==> src/rtl/ppm_frame_pulse_encoder_unit_macros.svh <==
// ----------------------------------------------------------------------------
// PPM frame pulse encoder: assertion macros
// Shared concurrent property wrappers for the encoder checks.
// ----------------------------------------------------------------------------
`ifndef PPM_FRAME_PULSE_ENCODER_UNIT_MACROS_SVH
`define PPM_FRAME_PULSE_ENCODER_UNIT_MACROS_SVH

// Same-cycle implication, disabled in reset.
`define PPMFE_ASSERT_NOW(label, ante, cons, msg) \
  label: assert property (@(posedge clk) disable iff (rst) (ante) |-> (cons)) \
    else $error(msg);

// Next-cycle implication, disabled in reset.
`define PPMFE_ASSERT_NEXT(label, ante, cons, msg) \
  label: assert property (@(posedge clk) disable iff (rst) (ante) |=> (cons)) \
    else $error(msg);

`endif

==> src/rtl/ppmfe_pkg.sv <==
// ----------------------------------------------------------------------------
// PPM frame pulse encoder package
// Types, register indexes and constants shared by the encoder modules.
// ----------------------------------------------------------------------------
`timescale 1ns / 1ps

package ppmfe_pkg;

  // Configuration register indexes
  localparam logic [2:0] REG_EXTENDED_LIMITS = 3'd0;
  localparam logic [2:0] REG_SYNC_DELAY_STEP = 3'd1;
  localparam logic [2:0] REG_VARIABLE_FRAME  = 3'd2;
  localparam logic [2:0] REG_FRAME_ADJUST    = 3'd3;
  localparam logic [2:0] REG_SETUP_TIME_US   = 3'd4;

  localparam int CFG_INDEX_W = 3;
  localparam int CFG_DATA_W  = 12;

  // Timing constants in 2 MHz ticks
  localparam logic [10:0]        RANGE_NORMAL   = 11'd1024;
  localparam logic [10:0]        RANGE_EXTENDED = 11'd1280;
  localparam logic signed [31:0] FRAME_BASE     = 32'sd45000;
  localparam logic [15:0]        GAP_MAX        = 16'd65535;
  localparam logic [15:0]        GAP_MIN        = 16'd9000;
  localparam logic [11:0]        SYNC_BASE      = 12'd300;
  localparam logic [6:0]         SYNC_STEP      = 7'd50;
  localparam logic signed [31:0] ADJUST_UNIT    = 32'sd1000;

  // Configuration register file
  typedef struct packed {
    logic        extended_limits;
    logic [4:0]  sync_delay_step;
    logic        variable_frame;
    logic [6:0]  frame_adjust;
    logic [11:0] setup_time_us;
  } ppmfe_cfg_t;

  // One classified channel, handed from front to back
  typedef struct packed {
    logic [11:0]        sync;
    logic [15:0]        gap;
    logic               last;
    logic signed [31:0] remainder;
  } ppmfe_cmd_t;

  // Back-end word sequencer states
  typedef enum logic [4:0] {
    ST_SYNC  = 5'b00001,
    ST_GAP   = 5'b00010,
    ST_SYNC2 = 5'b00100,
    ST_FINAL = 5'b01000,
    ST_TERM  = 5'b10000
  } ppmfe_state_t;

endpackage

==> src/rtl/ppmfe_front.sv <==
// ----------------------------------------------------------------------------
// PPM frame pulse encoder: front end
// Accepts channel items, clamps and centers them, tracks the frame remainder
// and pushes one command per channel into the queue.
// ----------------------------------------------------------------------------
`timescale 1ns / 1ps

module ppmfe_front
  import ppmfe_pkg::*;
(
  input  logic               clk,
  input  logic               rst,
  input  ppmfe_cfg_t         cfg,
  input  logic               in_valid,
  output logic               in_ready,
  input  logic signed [15:0] channel_value,
  input  logic [11:0]        center_us,
  input  logic               last_channel,
  input  logic               full,
  output logic               push,
  output ppmfe_cmd_t         cmd
);

  // Stage A registers
  logic               a_valid;
  logic signed [15:0] a_v;
  logic [11:0]        a_sync;
  logic               a_last;
  logic               a_arm;
  logic signed [31:0] a_rearm;

  logic               frame_open;
  logic signed [31:0] remainder;

  logic               accept;
  logic [10:0]        range;
  logic signed [15:0] range_s;
  logic signed [15:0] clamped;
  logic signed [15:0] v_next;
  logic [11:0]        sync_next;
  logic signed [31:0] adjust;
  logic signed [31:0] rearm_next;
  logic signed [31:0] base;
  logic signed [32:0] diff;
  logic signed [31:0] rem_sat;

  assign push     = a_valid && !full;
  assign in_ready = !a_valid || push;
  assign accept   = in_valid && in_ready;

  // Clamp the channel and add twice its center
  always_comb begin
    range   = cfg.extended_limits ? RANGE_EXTENDED : RANGE_NORMAL;
    range_s = $signed({5'd0, range});
    if (channel_value > range_s) begin
      clamped = range_s;
    end else if (channel_value < -range_s) begin
      clamped = -range_s;
    end else begin
      clamped = channel_value;
    end
    v_next = clamped + $signed({3'd0, center_us, 1'b0});
  end

  // Sync width and re-arm value from the live registers
  always_comb begin
    sync_next  = 12'((SYNC_BASE + 12'(cfg.sync_delay_step) * 12'(SYNC_STEP)) << 1);
    adjust     = 32'($signed({{25{cfg.frame_adjust[6]}}, cfg.frame_adjust}) * ADJUST_UNIT);
    rearm_next = FRAME_BASE - $signed({20'd0, sync_next});
    if (cfg.variable_frame) begin
      rearm_next = rearm_next + adjust;
    end
  end

  // Update the remainder with signed 32-bit saturation
  always_comb begin
    base = a_arm ? a_rearm : remainder;
    diff = {base[31], base} - {{17{a_v[15]}}, a_v};
    if (diff[32] != diff[31]) begin
      rem_sat = diff[32] ? 32'sh8000_0000 : 32'sh7fff_ffff;
    end else begin
      rem_sat = diff[31:0];
    end
    cmd.sync      = a_sync;
    cmd.gap       = 16'(a_v) - {4'd0, a_sync};
    cmd.last      = a_last;
    cmd.remainder = rem_sat;
  end

  // Stage A control
  always_ff @(posedge clk) begin
    if (rst) begin
      a_valid    <= 1'b0;
      frame_open <= 1'b0;
      remainder  <= '0;
    end else begin
      if (accept) begin
        a_valid    <= 1'b1;
        frame_open <= !last_channel;
      end else if (push) begin
        a_valid <= 1'b0;
      end
      if (push) begin
        remainder <= rem_sat;
      end
    end
  end

  // Stage A payload
  always_ff @(posedge clk) begin
    if (accept) begin
      a_v     <= v_next;
      a_sync  <= sync_next;
      a_last  <= last_channel;
      a_arm   <= !frame_open;
      a_rearm <= rearm_next;
    end
  end

endmodule

==> src/rtl/ppmfe_queue.sv <==
// ----------------------------------------------------------------------------
// PPM frame pulse encoder: command queue
// Short FIFO of classified channels between front and back end.
// ----------------------------------------------------------------------------
`timescale 1ns / 1ps

module ppmfe_queue
  import ppmfe_pkg::*;
#(
  parameter int DEPTH = 4
) (
  input  logic       clk,
  input  logic       rst,
  input  logic       push,
  input  ppmfe_cmd_t push_cmd,
  output logic       full,
  input  logic       pop,
  output logic       empty,
  output ppmfe_cmd_t head
);

  localparam int PTR_W = (DEPTH > 1) ? $clog2(DEPTH) : 1;
  localparam int CNT_W = $clog2(DEPTH + 1);
  localparam logic [PTR_W-1:0] LAST_PTR = PTR_W'(DEPTH - 1);
  localparam logic [CNT_W-1:0] FULL_CNT = CNT_W'(DEPTH);

  ppmfe_cmd_t       mem [DEPTH];
  logic [PTR_W-1:0] wr_ptr;
  logic [PTR_W-1:0] rd_ptr;
  logic [CNT_W-1:0] count;

  assign full  = (count == FULL_CNT);
  assign empty = (count == '0);
  assign head  = mem[rd_ptr];

  // Write the entry
  always_ff @(posedge clk) begin
    if (push) begin
      mem[wr_ptr] <= push_cmd;
    end
  end

  // Advance pointers and count
  always_ff @(posedge clk) begin
    if (rst) begin
      wr_ptr <= '0;
      rd_ptr <= '0;
      count  <= '0;
    end else begin
      if (push) begin
        wr_ptr <= (wr_ptr == LAST_PTR) ? '0 : wr_ptr + 1'b1;
      end
      if (pop) begin
        rd_ptr <= (rd_ptr == LAST_PTR) ? '0 : rd_ptr + 1'b1;
      end
      if (push && !pop) begin
        count <= count + 1'b1;
      end else if (pop && !push) begin
        count <= count - 1'b1;
      end
    end
  end

endmodule

==> src/rtl/ppmfe_back.sv <==
// ----------------------------------------------------------------------------
// PPM frame pulse encoder: back end
// Walks each queued channel through its timer words into the output register.
// ----------------------------------------------------------------------------
`timescale 1ns / 1ps

module ppmfe_back
  import ppmfe_pkg::*;
(
  input  logic        clk,
  input  logic        rst,
  input  logic [11:0] setup_time_us,
  input  logic        empty,
  input  ppmfe_cmd_t  head,
  output logic        pop,
  output logic        out_valid,
  input  logic        out_ready,
  output logic [15:0] pulse_ticks,
  output logic        last_of_run,
  output logic        frame_end
);

  ppmfe_state_t state;
  ppmfe_state_t state_next;

  logic        load;
  logic        done;
  logic [15:0] word;
  logic        lor;
  logic        fend;
  logic [15:0] gap_clamped;
  logic [15:0] final_gap;

  assign load = !empty && (!out_valid || out_ready);
  assign pop  = load && done;

  // Saturate the remainder and take off the setup time
  always_comb begin
    if (head.remainder > $signed({16'd0, GAP_MAX})) begin
      gap_clamped = GAP_MAX;
    end else if (head.remainder < $signed({16'd0, GAP_MIN})) begin
      gap_clamped = GAP_MIN;
    end else begin
      gap_clamped = head.remainder[15:0];
    end
    final_gap = gap_clamped - {3'd0, setup_time_us, 1'b0};
  end

  // Select the word for this step
  always_comb begin
    word       = {4'd0, head.sync};
    lor        = 1'b0;
    fend       = 1'b0;
    done       = 1'b0;
    state_next = ST_GAP;
    unique case (state)
      ST_SYNC: begin
        state_next = ST_GAP;
      end
      ST_GAP: begin
        word       = head.gap;
        lor        = !head.last;
        done       = !head.last;
        state_next = head.last ? ST_SYNC2 : ST_SYNC;
      end
      ST_SYNC2: begin
        state_next = ST_FINAL;
      end
      ST_FINAL: begin
        word       = final_gap;
        state_next = ST_TERM;
      end
      ST_TERM: begin
        word       = '0;
        lor        = 1'b1;
        fend       = 1'b1;
        done       = 1'b1;
        state_next = ST_SYNC;
      end
      default: begin
        state_next = ST_GAP;
      end
    endcase
  end

  // Sequencer and output valid
  always_ff @(posedge clk) begin
    if (rst) begin
      state     <= ST_SYNC;
      out_valid <= 1'b0;
    end else begin
      if (load) begin
        state     <= state_next;
        out_valid <= 1'b1;
      end else if (out_ready) begin
        out_valid <= 1'b0;
      end
    end
  end

  // Output payload
  always_ff @(posedge clk) begin
    if (load) begin
      pulse_ticks <= word;
      last_of_run <= lor;
      frame_end   <= fend;
    end
  end

endmodule

==> src/rtl/ppm_frame_pulse_encoder_unit.sv <==
// A channel item passes the front end's stage A register, a queue entry and
// the output register; its two timer words (sync, then channel gap) leave
// in turn, and the last channel of a frame yields five words (sync, gap,
// sync, final gap, zero terminator). The output register moves one word per
// cycle while the queue holds words and out_ready is high, and new items are
// taken while earlier ones still wait, unless the queue is full. A queue of QUEUE_DEPTH
// commands sits between the front end (clamp, remainder tracking) and the
// back end (word sequencer).
// ----------------------------------------------------------------------------
// PPM frame pulse encoder top level
// Configuration registers, front end, command queue and back end.
// ----------------------------------------------------------------------------
`timescale 1ns / 1ps
`include "ppm_frame_pulse_encoder_unit_macros.svh"

module ppm_frame_pulse_encoder_unit
  import ppmfe_pkg::*;
#(
  parameter int QUEUE_DEPTH = 4
) (
  input  logic                   clk,
  input  logic                   rst,
  input  logic                   cfg_we,
  input  logic [CFG_INDEX_W-1:0] cfg_index,
  input  logic [CFG_DATA_W-1:0]  cfg_data,
  input  logic                   in_valid,
  output logic                   in_ready,
  input  logic signed [15:0]     channel_value,
  input  logic [11:0]            center_us,
  input  logic                   last_channel,
  output logic                   out_valid,
  input  logic                   out_ready,
  output logic [15:0]            pulse_ticks,
  output logic                   last_of_run,
  output logic                   frame_end
);

  ppmfe_cfg_t cfg;
  ppmfe_cmd_t push_cmd;
  ppmfe_cmd_t head;
  logic       push;
  logic       pop;
  logic       full;
  logic       empty;

  // Configuration register writes
  always_ff @(posedge clk) begin
    if (rst) begin
      cfg.extended_limits <= 1'b0;
      cfg.sync_delay_step <= '0;
      cfg.variable_frame  <= 1'b1;
      cfg.frame_adjust    <= '0;
      cfg.setup_time_us   <= '0;
    end else if (cfg_we) begin
      unique case (cfg_index)
        REG_EXTENDED_LIMITS: cfg.extended_limits <= cfg_data[0];
        REG_SYNC_DELAY_STEP: cfg.sync_delay_step <= cfg_data[4:0];
        REG_VARIABLE_FRAME:  cfg.variable_frame  <= cfg_data[0];
        REG_FRAME_ADJUST:    cfg.frame_adjust    <= cfg_data[6:0];
        REG_SETUP_TIME_US:   cfg.setup_time_us   <= cfg_data[11:0];
        default: begin
        end
      endcase
    end
  end

  ppmfe_front u_front (
    .clk           (clk),
    .rst           (rst),
    .cfg           (cfg),
    .in_valid      (in_valid),
    .in_ready      (in_ready),
    .channel_value (channel_value),
    .center_us     (center_us),
    .last_channel  (last_channel),
    .full          (full),
    .push          (push),
    .cmd           (push_cmd)
  );

  ppmfe_queue #(
    .DEPTH (QUEUE_DEPTH)
  ) u_queue (
    .clk      (clk),
    .rst      (rst),
    .push     (push),
    .push_cmd (push_cmd),
    .full     (full),
    .pop      (pop),
    .empty    (empty),
    .head     (head)
  );

  ppmfe_back u_back (
    .clk           (clk),
    .rst           (rst),
    .setup_time_us (cfg.setup_time_us),
    .empty         (empty),
    .head          (head),
    .pop           (pop),
    .out_valid     (out_valid),
    .out_ready     (out_ready),
    .pulse_ticks   (pulse_ticks),
    .last_of_run   (last_of_run),
    .frame_end     (frame_end)
  );

  // Checks
  `PPMFE_ASSERT_NOW(a_no_push_full, push, !full, "push into full queue")
  `PPMFE_ASSERT_NOW(a_no_pop_empty, pop, !empty, "pop from empty queue")
  `PPMFE_ASSERT_NOW(a_term_word, out_valid && frame_end, last_of_run && (pulse_ticks == 16'd0), "bad frame terminator")
  `PPMFE_ASSERT_NEXT(a_pop_loads, pop, out_valid && last_of_run, "pop without closing word")

endmodule
==> config.mk <==
export PLATFORM = sky130hd
export DESIGN_NAME = ppm_frame_pulse_encoder_unit
export DESIGN_NICKNAME = d
export VERILOG_FILES = /design/src/rtl/ppmfe_pkg.sv /design/src/rtl/ppmfe_front.sv /design/src/rtl/ppmfe_queue.sv /design/src/rtl/ppmfe_back.sv /design/src/rtl/ppm_frame_pulse_encoder_unit.sv
export VERILOG_INCLUDE_DIRS = /design/src /design/src/rtl
export SDC_FILE = /design/constraint.sdc
export NUM_CORES = 1
export LEC_CHECK = 0
export BUFFER_PORTS_ARGS = -buffer_cell sky130_fd_sc_hd__buf_2
export CAP_MARGIN = 5
export CORE_UTILIZATION = 35
export DETAILED_ROUTE_END_ITERATION = 10
export GPL_TIMING_DRIVEN = 0
export PLACE_DENSITY = 0.61
export SYNTH_ARGS = -nofsm -noshare
export SYNTH_HDL_FRONTEND = slang
export SYNTH_SLANG_ARGS = --single-unit
==> constraint.sdc <==
create_clock -name clk -period 6.88 [get_ports clk]
set_input_delay 1.032 -clock clk [delete_from_list [all_inputs] [get_ports clk]]
set_output_delay 1.032 -clock clk [all_outputs]
set_load 0.005 [all_outputs]
==> summary.md <==
| Metric | Value |
|---|---|
| Status | finished, final reports clean |
| Number of nets with antenna violations after routing | 0 |
| PD cells | 276.7 mW/mm^2 |
| Slew Limit Headroom | 33.20% |
| N_diodes | 0 |
| Fin crit period | 5.879 ns |
| Max Clk Rate | 0.1701 GHz |
| Max Root-Sink Buffers | 3 |
| Routability cong. | roughly 0.85 |
| Ys Warns | 0 |
| Port bufs | between 60 and 70 |
| Seq/Total Area, Yosys | roughly 53% |
| Worst-margin pin slew | around 1 ns |
| Max-cap violation count | 0 |
| # nets final | 2,045 |
| DRT Pass-1 Iters | 5 |
| Post-DP Area | 0.02201 mm^2 |
| Initial Utilization | 35.54% |
| Initial antenna violation count | 0 |
| Syn nets | 1,931 |
| CP Max Fanout | 8 |
| Hold Buf Count CTS | 0 |
| WL/cell | about 19 um |
| Cells after Synth | 1,720 |
| Clock latency on the worst-skew pair | 0.57 ns |
| Avg Synthesized Cell Area | 11.97 um^2 |
| CP required | between 7 and 8 ns |
| CP endpoint kind | flip-flop |
| Gr ovfl total | 0 |
| Post-route design area | between 0.02 and 0.025 mm^2 |
| Number of synthesized flops with an enable pin | 311 |
| CP startpoint kind | flip-flop |
| Die Y | 244.5 um |
| Die Area | ~0.060 mm^2 |
| Worst VDD drop | 0.0001463 V |
| # rows | a little under 90 |
| Hpwl dp | roughly 36 mm |
| CTS Buf Count | 41 |
| Post_cts resized | 0 |
| Largest net degree at the start of global routing | 60 |
| H-Tree Depth | 2 |
| Die width | 244.5 um |
| Fraction of layout cells with a size suffix above 1 | 14.94% |
| Largest cells by area after synthesis | edfxtp_1 45%, ha_1 8.6%, dfxtp_1 7.3%, mux4_2 4.8%, nand2_1 2.8% |
| # clock sinks | 386 |
| Root buf cell | clkbuf_16 |
| Post-synthesis cell area | 0.02058 mm^2 |
| First-pass GRT wire length | 76.25 mm |
| Leakage | 8.934 nW |
| Fillers | 5,535 |
| FF+latch count, synth | around 390 |
| Number of global-route vias before repair | 13,680 |
| DRT iter0 DRCs | 893 |
| Synthesis-to-layout area growth | 13.21% |
| Post-CTS Setup Bufs | 0 |
| Worst-path clk slew | 0.07 ns |
| Worst path arrival time | 6.27 ns |
| Total number of vias | roughly 14,000 |
| Largest area contributor in the netlist | edfxtp_1 |
| WS Path Type | flip-flop to flip-flop |
| Crit share post-route | around 85% |
| CTS tree | yes |
| Ys async rst share | 0% |
| Routed WL | 48.78 mm |
| Synth top area share | 45.37% |
| RSZ-0062 raised after global routing | false |
| Netlist cell types | 75 |
| Total Routing Usage GR | 16.50% |
| Core area | 0.05792 mm^2 |
| Final hold viol count | 0 |
| Clock Skew | 0.01976 ns |
| Final-report max-slew violation count | 0 |
| Setup TNS | 0 ns |
| Ports | 69 |
| Seq. cell area | 0.01084 mm^2 |
| Vias per cell | 5.157 |
| Setup violators final | 0 |
| Worst hold path type | flip-flop to flip-flop |
| Area of the multi-input gates | 0.009014 mm^2 |
| Synth Flop Type | edfxtp_1 |
| Drt drc | 0 |
## kinds of logic after synthesis
logic type | after synthesis | share of synthesized area [%]
DFF | 386 | 52.66
buffers and inverters | 191 | 3.720
AOI/OAI and AO/OA | 325 | 11.18
xor gates and xnor gates | 83 | 3.531
muxes | 92 | 7.355
adders and majority gates | 162 | 10.58
and+or+nand+nor | 481 | 10.98
## power breakdown
| group | switching [W] | internal, W |
|---|---|---|
| Sequential | 0.0000784 | 0.00284 |
| Combinational | 0.000888 | 0.000487 |
| Clock | 0.000926 | 0.00123 |
| Total | 0.00189 | 0.00456 |
## synth_stat cells (10+ instances only)
library cell and count:
a21boi_0 12, ha_1 142, mux2i_1 14, o21ai_0 59, edfxtp_1 311, xor2_1 24
mux4_2 44, nor2_1 138, inv_1 138, mux2_2 34, clkbuf_1 35, nor2b_1 27
nor4_1 16, a21o_1 27, a31oi_1 10, nand2b_1 26, and3_1 22, a211oi_2 31
nand3_1 23, and2_1 10, a21oi_1 100, dfxtp_1 75, nor3_1 26, nand2_1 154
xnor2_1 59, fa_1 20
## registers in the layout (all words and copies together), names as in the netlist, 2 cells and up, named ones only
| register | count |
|---|---|
| u_queue.wr_ptr | 2 |
| cfg | 26 |
| u_front.remainder | 32 |
| u_back.state | 5 |
| u_queue.mem | 236 |
| u_queue.rd_ptr | 2 |
| u_queue.count | 3 |
| u_back.pulse_ticks | 16 |
| u_front.a_sync | 10 |
| u_front.a_rearm | 29 |
| u_front.a_v | 16 |
## routing by layer
metal / vias up / routed length, um / global-route usage (%)
met2: 297 / 22690 / 27.19
li1: 6525 / - / -
met5: - / 0 / 0
met3: 77 / 2254 / 2.601
met4: 0 / 1373 / 5.404
met1: 6673 / 22460 / 22.11
## worst paths after layout
check,startpoint,to,slack [ns],cells after the start
setup / recovery,cfg[13],u_front.a_rearm[31],1.00,18
hold / removal,cfg[5],cfg[5],0.45,2
setup reg to reg,cfg[13],u_front.a_rearm[31],1.00,18
hold reg to reg,cfg[5],cfg[5],0.45,2
## cell type report
| cell class | instances | area share [%] |
|---|---|---|
| Sequential cell | 386 | 46.52 |
| Multi-Input combinational cell | 1143 | 38.68 |
| Clock buffer | 53 | 4.778 |
| Tap cell | 765 | 4.107 |
| Inverter | 139 | 2.239 |
| Timing Repair Buffer | 71 | 1.847 |
| Buffer | 52 | 1.047 |
| Clock inverter | 23 | 0.7892 |
## placed cells by master, fill, tap and decap left out, types with 10 or more instances in the layout
master	instances
a211oi_2	31
a21boi_0	12
a21o_1	27
a21oi_1	100
and2_1	10
and3_1	18
buf_2	73
clkbuf_1	45
clkbuf_16	43
dfxtp_1	75
edfxtp_1	311
fa_1	20
ha_1	142
inv_1	138
mux2_2	34
mux2i_1	14
mux4_2	44
nand2_1	154
nand2b_1	26
nand3_1	23
nor2_1	138
nor2b_1	27
nor3_1	26
nor4_1	16
o21ai_0	59
xnor2_1	59
xor2_1	24
## worst max-delay path: stages (launching register included)
cell      delay (ns)
dfxtp_1         0.56
fa_1            0.52
ha_1            0.34
fa_1            0.54
inv_1           0.06
fa_1            0.54
inv_1           0.05
ha_1            0.32
nor2b_1         0.14
o21ai_0         0.22
a21boi_0        0.16
o21ai_0         0.32
nor2b_1         0.20
xnor2_1         0.14
ha_1            0.30
and4_1          0.21
o31a_1          0.30
o21ai_1         0.48
nor2b_1         0.30
## stage by stage
step / power, W / std cells / util (%) / worst slack, ns / hold slack [ns]
floorplan: 0.003886 / 1720 / - / 1.809 / 0.4280
finish: 0.006448 / 2632 / 40.24 / 1.001 / 0.4544
global placement: 0.004286 / 2552 / 37.77 / 0.6991 / 0.4381
global route: 0.006744 / 2632 / 40.24 / 0.5526 / 0.4798
detailed placement: 0.004333 / 2556 / 38.00 / 0.9636 / 0.4380
CTS: 0.006491 / 2632 / 40.24 / 0.9174 / 0.4573
No activity file was read; power rests on OpenSTA's default activity.
